[src/design/xyppm_pkg.sv]
// ----------------------------------------------------------------------------
// xyppm_pkg
// Shared constants and pipeline types for the x/y point plot mapper.
// ----------------------------------------------------------------------------
package xyppm_pkg;

    // plot geometry
    localparam int PLOT_SPAN = 120;
    localparam int ORIGIN_X  = 4;
    localparam int ORIGIN_Y  = 36;

    // field widths
    localparam int COORD_W    = 32;
    localparam int QUOT_W     = $clog2(PLOT_SPAN + 1);
    localparam int NUM_W      = COORD_W + QUOT_W;
    localparam int PIX_X_W    = 7;
    localparam int PIX_Y_W    = 8;
    localparam int CFG_ADDR_W = 2;

    // register indexes
    localparam logic [CFG_ADDR_W-1:0] REG_MIN_X = 2'd0;
    localparam logic [CFG_ADDR_W-1:0] REG_MAX_X = 2'd1;
    localparam logic [CFG_ADDR_W-1:0] REG_MIN_Y = 2'd2;
    localparam logic [CFG_ADDR_W-1:0] REG_MAX_Y = 2'd3;

    // one axis in the restoring divider
    typedef struct packed {
        logic [NUM_W-1:0]   rem;
        logic [COORD_W-1:0] span;
        logic [QUOT_W-1:0]  quot;
        logic               zero;
    } axis_div_t;

    typedef struct packed {
        axis_div_t x;
        axis_div_t y;
        logic      fin;
    } point_div_t;

endpackage

[src/design/xy_point_plot_mapper.sv]
// ----------------------------------------------------------------------------
// xy_point_plot_mapper
// Maps signed data points into a 120x120 plot area and draws each as a 2x2 dot.
// ----------------------------------------------------------------------------
// The block takes one point (x, y) per request and, if the point lies inside
// the configured window (bounds included), emits four pixel requests forming a
// 2x2 dot: (col,row), (col+1,row), (col,row+1), (col+1,row+1), where
// col = 4 + floor((x-min_x)*120/(max_x-min_x)) and
// row = 156 - floor((y-min_y)*120/(max_y-min_y)). A zero span gives a scaled
// value of 0; points outside the window (or any point when min > max) are
// dropped without output. A new point is accepted every cycle while the
// pipeline has room; in-window points are paced by the four-beat dot
// serializer at the output, which takes the next point as the last beat of
// the current dot is sent. From input to the first pixel a point passes the
// window test and differences, the multiply by 120, a 7-stage restoring
// divider (one quotient bit per stage, both axes in parallel) and the
// serializer. Window registers may only be written while the block is idle.
// ----------------------------------------------------------------------------
module xy_point_plot_mapper (
    input  logic                                aclk,
    input  logic                                aresetn,
    // configuration write port
    input  logic                                cfg_we,
    input  logic [xyppm_pkg::CFG_ADDR_W-1:0]    cfg_addr,
    input  logic [xyppm_pkg::COORD_W-1:0]       cfg_wdata,
    // point input
    input  logic                                s_tvalid,
    output logic                                s_tready,
    input  logic [63:0]                         s_tdata,   // point_x[31:0], point_y[63:32]
    input  logic                                s_tlast,   // final_point
    // pixel output
    output logic                                m_tvalid,
    input  logic                                m_tready,
    output logic [15:0]                         m_tdata,   // pixel_x[6:0], pixel_y[14:7], 0
    output logic                                m_tlast,   // last_pixel
    output logic                                m_tuser    // set_done
);
    import xyppm_pkg::*;

    // ------------------------------------------------------------------------
    // window registers
    // ------------------------------------------------------------------------
    logic signed [COORD_W-1:0] min_x_reg, max_x_reg, min_y_reg, max_y_reg;

    always_ff @(posedge aclk) begin
        if (!aresetn) begin
            min_x_reg <= COORD_W'(0);
            max_x_reg <= COORD_W'(100);
            min_y_reg <= COORD_W'(0);
            max_y_reg <= COORD_W'(100);
        end else if (cfg_we) begin
            case (cfg_addr)
                REG_MIN_X: min_x_reg <= cfg_wdata;
                REG_MAX_X: max_x_reg <= cfg_wdata;
                REG_MIN_Y: min_y_reg <= cfg_wdata;
                REG_MAX_Y: max_y_reg <= cfg_wdata;
                default: ;
            endcase
        end
    end

    // ------------------------------------------------------------------------
    // flow control: a stage loads when empty or when its content moves on
    // ------------------------------------------------------------------------
    logic                v0_reg;
    logic [QUOT_W:0]     vp_reg;     // valid of multiply stage and divider stages
    logic                ser_v_reg;
    logic [1:0]          beat_reg;
    logic                ser_free;
    logic                ld0;
    logic [QUOT_W:0]     ldp;

    assign ser_free = !ser_v_reg || (beat_reg == 2'd3 && m_tready);

    always_comb begin
        ldp[QUOT_W] = !vp_reg[QUOT_W] || ser_free;
        for (int k = QUOT_W - 1; k >= 0; k--)
            ldp[k] = !vp_reg[k] || ldp[k+1];
    end

    assign ld0      = !v0_reg || ldp[0];
    assign s_tready = ld0;

    // ------------------------------------------------------------------------
    // stage 0: window test and differences
    // ------------------------------------------------------------------------
    logic signed [COORD_W-1:0] px, py;
    logic                      in_window;
    logic [COORD_W-1:0]        diff_x_reg, span_x_reg, diff_y_reg, span_y_reg;
    logic                      fin0_reg;
    logic                      v0_next;

    assign px = s_tdata[COORD_W-1:0];
    assign py = s_tdata[2*COORD_W-1:COORD_W];

    assign in_window = (px >= min_x_reg) && (px <= max_x_reg) &&
                       (py >= min_y_reg) && (py <= max_y_reg);
    assign v0_next   = s_tvalid && in_window;

    always_ff @(posedge aclk) begin
        if (!aresetn)
            v0_reg <= 1'b0;
        else if (ld0)
            v0_reg <= v0_next;
    end

    // inside the window both differences fit 32 bits unsigned
    always_ff @(posedge aclk) begin
        if (ld0) begin
            diff_x_reg <= COORD_W'(px - min_x_reg);
            span_x_reg <= COORD_W'(max_x_reg - min_x_reg);
            diff_y_reg <= COORD_W'(py - min_y_reg);
            span_y_reg <= COORD_W'(max_y_reg - min_y_reg);
            fin0_reg   <= s_tlast;
        end
    end

    // ------------------------------------------------------------------------
    // stage 1: numerator = diff * PLOT_SPAN; stages 2..: restoring divider
    // ------------------------------------------------------------------------
    point_div_t pd_reg  [0:QUOT_W];
    point_div_t pd_next [0:QUOT_W];

    function automatic axis_div_t div_step(axis_div_t a, int b);
        axis_div_t          r;
        logic [NUM_W-1:0]   sh;
        r  = a;
        sh = NUM_W'(a.span) << b;
        if (!a.zero && a.rem >= sh) begin
            r.rem     = a.rem - sh;
            r.quot[b] = 1'b1;
        end
        return r;
    endfunction

    always_comb begin
        pd_next[0].x.rem  = NUM_W'(diff_x_reg) * NUM_W'(PLOT_SPAN);
        pd_next[0].x.span = span_x_reg;
        pd_next[0].x.quot = '0;
        pd_next[0].x.zero = (span_x_reg == '0);
        pd_next[0].y.rem  = NUM_W'(diff_y_reg) * NUM_W'(PLOT_SPAN);
        pd_next[0].y.span = span_y_reg;
        pd_next[0].y.quot = '0;
        pd_next[0].y.zero = (span_y_reg == '0);
        pd_next[0].fin    = fin0_reg;
        for (int k = 1; k <= QUOT_W; k++) begin
            pd_next[k].x   = div_step(pd_reg[k-1].x, QUOT_W - k);
            pd_next[k].y   = div_step(pd_reg[k-1].y, QUOT_W - k);
            pd_next[k].fin = pd_reg[k-1].fin;
        end
    end

    always_ff @(posedge aclk) begin
        if (!aresetn) begin
            vp_reg <= '0;
        end else begin
            if (ldp[0])
                vp_reg[0] <= v0_reg;
            for (int k = 1; k <= QUOT_W; k++) begin
                if (ldp[k])
                    vp_reg[k] <= vp_reg[k-1];
            end
        end
    end

    always_ff @(posedge aclk) begin
        for (int k = 0; k <= QUOT_W; k++) begin
            if (ldp[k])
                pd_reg[k] <= pd_next[k];
        end
    end

    // ------------------------------------------------------------------------
    // dot serializer: four pixel beats per point
    // ------------------------------------------------------------------------
    logic               ser_take;
    logic [PIX_X_W-1:0] col_reg, col_next;
    logic [PIX_Y_W-1:0] row_reg, row_next;
    logic               fin_reg;

    assign ser_take = vp_reg[QUOT_W] && ser_free;
    assign col_next = PIX_X_W'(ORIGIN_X) + pd_reg[QUOT_W].x.quot;
    assign row_next = PIX_Y_W'(ORIGIN_Y + PLOT_SPAN) - PIX_Y_W'(pd_reg[QUOT_W].y.quot);

    always_ff @(posedge aclk) begin
        if (!aresetn) begin
            ser_v_reg <= 1'b0;
            beat_reg  <= 2'd0;
        end else if (ser_take) begin
            ser_v_reg <= 1'b1;
            beat_reg  <= 2'd0;
        end else if (ser_v_reg && m_tready) begin
            if (beat_reg == 2'd3)
                ser_v_reg <= 1'b0;
            beat_reg <= beat_reg + 2'd1;
        end
    end

    always_ff @(posedge aclk) begin
        if (ser_take) begin
            col_reg <= col_next;
            row_reg <= row_next;
            fin_reg <= pd_reg[QUOT_W].fin;
        end
    end

    assign m_tvalid = ser_v_reg;
    assign m_tdata  = {1'b0,
                       row_reg + PIX_Y_W'(beat_reg[1]),
                       col_reg + PIX_X_W'(beat_reg[0])};
    assign m_tlast  = (beat_reg == 2'd3);
    assign m_tuser  = (beat_reg == 2'd3) && fin_reg;

endmodule
[config.mk]
export PLATFORM = sky130hd
export DESIGN_NAME = xy_point_plot_mapper
export DESIGN_NICKNAME = d
export VERILOG_FILES = /design/src/design/xyppm_pkg.sv /design/src/design/xy_point_plot_mapper.sv
export SDC_FILE = /design/constraint.sdc
export NUM_CORES = 2
export LEC_CHECK = 0
export ABC_AREA = 1
export BUFFER_PORTS_ARGS = -buffer_cell sky130_fd_sc_hd__buf_2
export CAP_MARGIN = 30
export CORE_AREA = 4 4 395 397
export DETAILED_ROUTE_END_ITERATION = 16
export DIE_AREA = 0 0 399 401
export MAX_ROUTING_LAYER = met4
export PLACE_DENSITY = 0.89
export SLEW_MARGIN = 40
export SYNTH_ARGS = -nofsm -noshare
export SYNTH_HDL_FRONTEND = slang
export SYNTH_SLANG_ARGS = --single-unit
export TNS_END_PERCENT = 100
[constraint.sdc]
create_clock -name aclk -period 22.3 [get_ports aclk]
set_clock_uncertainty 0.15 [all_clocks]
set_input_delay 4.46 -clock aclk [delete_from_list [all_inputs] [get_ports aclk]]
set_output_delay 4.46 -clock aclk [all_outputs]
set_load 0.05 [all_outputs]
==> flow_summary.yaml <==
placed_design:
  place_congestion: 1.02
  port_buffers: 122
  hpwlAfterDp_um: 201000
global_route:
  grt_max_degree: 115
  grt_pass1_vias: 72000
  antenna_found_initial: 3
  grt.overflow.total: 0
  grt_pass1_wl_um: 380000
  track_usage_pct: 31.1
floorplanning:
  die_area_sq_um: 160000
  core_sq_um: 152000
  ios: 124
  start_util_pct: 58.8
  chipHeight_um: 401
  rows: 143
  die_w_um: 399
timing:
  fin_tns_setup_ns: 0
  report.final.slew_viol_count: 0
  final-setup-viol-count: 0
  worstMarginPinSlew_ns: 0.885
  post-route-period-util_pct: 58.9
  fmax_mhz: 76.1
  slew_headroom_pct: 40.3
  layout_min_cycle_time_ns: 13.14
  timing_hold_violations_final: 0
  rsz0062_at_grt: "no"
logic_synthesis:
  synth_xor_area_share_pct: 5.25
  synthMuxAreaShare_pct: 0
  synth.distinct_cells: 64
  syn_area_sq_um: 89400
  synthesis.nets: 11400
  synthSimpleGateAreaFrac_pct: 17.2
  ys_seq_area_share_pct: 42.8
  yosys.area.top_type_share_pct: 39.7
  ys_seq_elements: 1321
  syn_inst: 10500
  synth_compound_area_share_pct: 13.8
  synth_enable_flop_cells: 1181
  ys_warn_count: 0
  synth_area_leaders: "edfxtp_1 (40%), ha_1 (10%), nand2_1 (9.4%), inv_1 (6.9%), a21oi_1 (4.7%)"
  synth_top_family_by_area: "simple AND/OR/NAND/NOR gates"
  synthAdderAreaFrac_pct: 13.2
  synth_largest_area_cell: "edfxtp_1"
  syn_avg_cell_area_sq_um: 8.54
  ys_dominant_reg_cell: "edfxtp_1"
  async_reset_ff_share_pct: 0
cells_and_area:
  largest_register_ffs: 1036
  syn_to_final_growth_pct: 8.59
  drive_gt1_share_pct: 4.67
  layout.nets: 11600
clock_tree:
  cts-resized-gates: 0
  postCtsSetupBuffers: 0
  cts-root-buf: "clkbuf_16"
  cts_tree: "yes"
  hold_buffers: 0
  clock_latency_ns: 0.79
  clk_transition_reported_paths_ns: 0.06
  clock-sinks: 1321
  clockBufferDepth: 3
  htreeDepth: 4
  cts_made_buffers: 146
routing:
  avgRoutedWirePerCell_um: 19.2
  vias: 71800
  wirelength_um: 245000
  antenna_left: 0
  dr.pass1.iters: 8
  vias_per_cell: 5.62
  drt_iter0_drc: 4737
  remaining_drc_errors: 0
setup_path:
  rr_worst_depth: 15
  cp_common_cell: "nor2_2"
  critPathCaptureType: "output pin"
  r2r_end: "diff_x_reg[6]"
  crit_cells: 15
  r2r_start: "beat_reg[0]"
  critPathLaunch: "m_tready"
  critPathKind: "in -> out"
  cp_data_arrival_time_ns: 8.53
  endpoint: "s_tready"
  critical_path_buf_inv_count: 4
  cp_slowest_stage_delay_ns: 0.51
  critical_path.top_delay_family: "simple AND/OR/NAND/NOR gates"
  slowest_stage: "nor2_2"
  reg2reg_slack_ns: 17.22
  crit_fanout: 78
  path_cells: "buf_2, nand2_1, nand2_1, nor2_1, inv_1, nor2_2, nand2_4, nor2_2, nand2_8, nor2_2, nand2_8, nor2_2, nand2_4, buf_4, buf_2"
  required_ns: 17.69
  start_kind: "input pin"
job:
  cap_violations: 0
status:
  status: "completed"
hold_path:
  hold_path.class: "reg -> reg"
-- cell families after synthesis --
group	Yosys count
AO/OA/AOI/OAI	2197
XOR/XNOR	536
adder cells (fa/ha/maj)	859
buffers and inverters	1786
flip-flops	1321
other	1
AND/OR/NAND/NOR	3769
-- worst min-delay path by stage --
stage,start,to,slack (ns),cells past startpoint
2_1_floorplan,pd_reg[1][558],col_reg[0],0.25,0
3_3_place_gp,pd_reg[1][559],col_reg[1],0.25,0
3_5_place_dp,pd_reg[1][8],pd_reg[1][167],0.25,0
4_1_cts,pd_reg[1][405],pd_reg[1][564],0.27,0
5_1_grt,pd_reg[1][243],pd_reg[1][402],0.28,0
6_report,pd_reg[1][405],pd_reg[1][564],0.27,0
-- synthesized netlist by cell type (33+ instances only) --
cell      number
nor4_1        63
o21ai_0      703
o21ai_1      130
inv_1       1652
edfxtp_1    1181
xnor2_1      237
buf_2         33
nor3_1       103
nand4_1       88
xor2_1       299
dfxtp_1      140
a21boi_0      47
a21oi_1      841
clkbuf_1      59
nand2_1     2233
a21o_1       118
nor2_1       880
o211ai_1      36
fa_1         138
ha_1         721
a31oi_1      120
o21bai_1      76
nand3_1      304
o21a_1        33
-- cell type report --
cell class                 instances  area (sq um)
antenna                            3          7.51
clock buffer                     172          3860
clock inverter                    87           982
fill                           12800         54900
inverter                        1663          6260
multi-input combinational       7362         44200
sequential                      1321         38300
tap                             2030          2540
timing repair buffer             152           893
-- metrics by stage --
stage	util (%)	setup WS, ns	cell area, sq um	hold WS [ns]	std cells
3_5_place_dp	60.7	9.00	92100	0.255	12500
6_report	63.9	9.16	97100	0.269	12800
5_1_grt	63.9	8.80	97100	0.275	12800
4_1_cts	63.8	8.96	97000	0.269	12800
3_3_place_gp	60.6	9.07	92100	0.253	12500
2_1_floorplan	-	0.919	89400	0.250	10500
-- layout by cell type, fill, tap and decap left out, types with 33 or more instances in the layout --
cell type and instances:
ha_1 721, xor2_1 299, a21boi_0 47, edfxtp_1 1181, dfxtp_1 140, buf_2 121, fa_1 138, nand3_1 304
nand4_1 88, nand2_1 2227, clkbuf_16 150, nor2_1 879, a31oi_1 120, o21bai_1 76, o211ai_1 36, o21a_1 33
a21o_1 118, o21ai_1 131, nor3_1 102, xnor2_1 237, nor4_1 60, inv_1 1648, o21ai_0 702, a21oi_1 841
-- routing by layer --
metal	vias up	global-route usage (%)	wire length [um]	part of all wire [%]
met1	33200	35.7	97100	40
met3	697	2.98	11500	4.7
met2	2321	54.1	122000	50
li1	35600	-	-	-
met5	-	-	0	0
met4	0	16.2	15000	6.1
-- worst register-to-register path: cells and delay by family (launching register included) --
kind | cells | cell delay, ns
AND/OR/NAND/NOR | 11 | 2.94
buffers and inverters | 3 | 1.02
flip-flops | 1 | 0.34
adder cells (fa/ha/maj) | 1 | 0.23
Power is left out: the tool's default activity adds up to more than one toggle a clock period on the data nets, which glitch-free logic cannot reach.
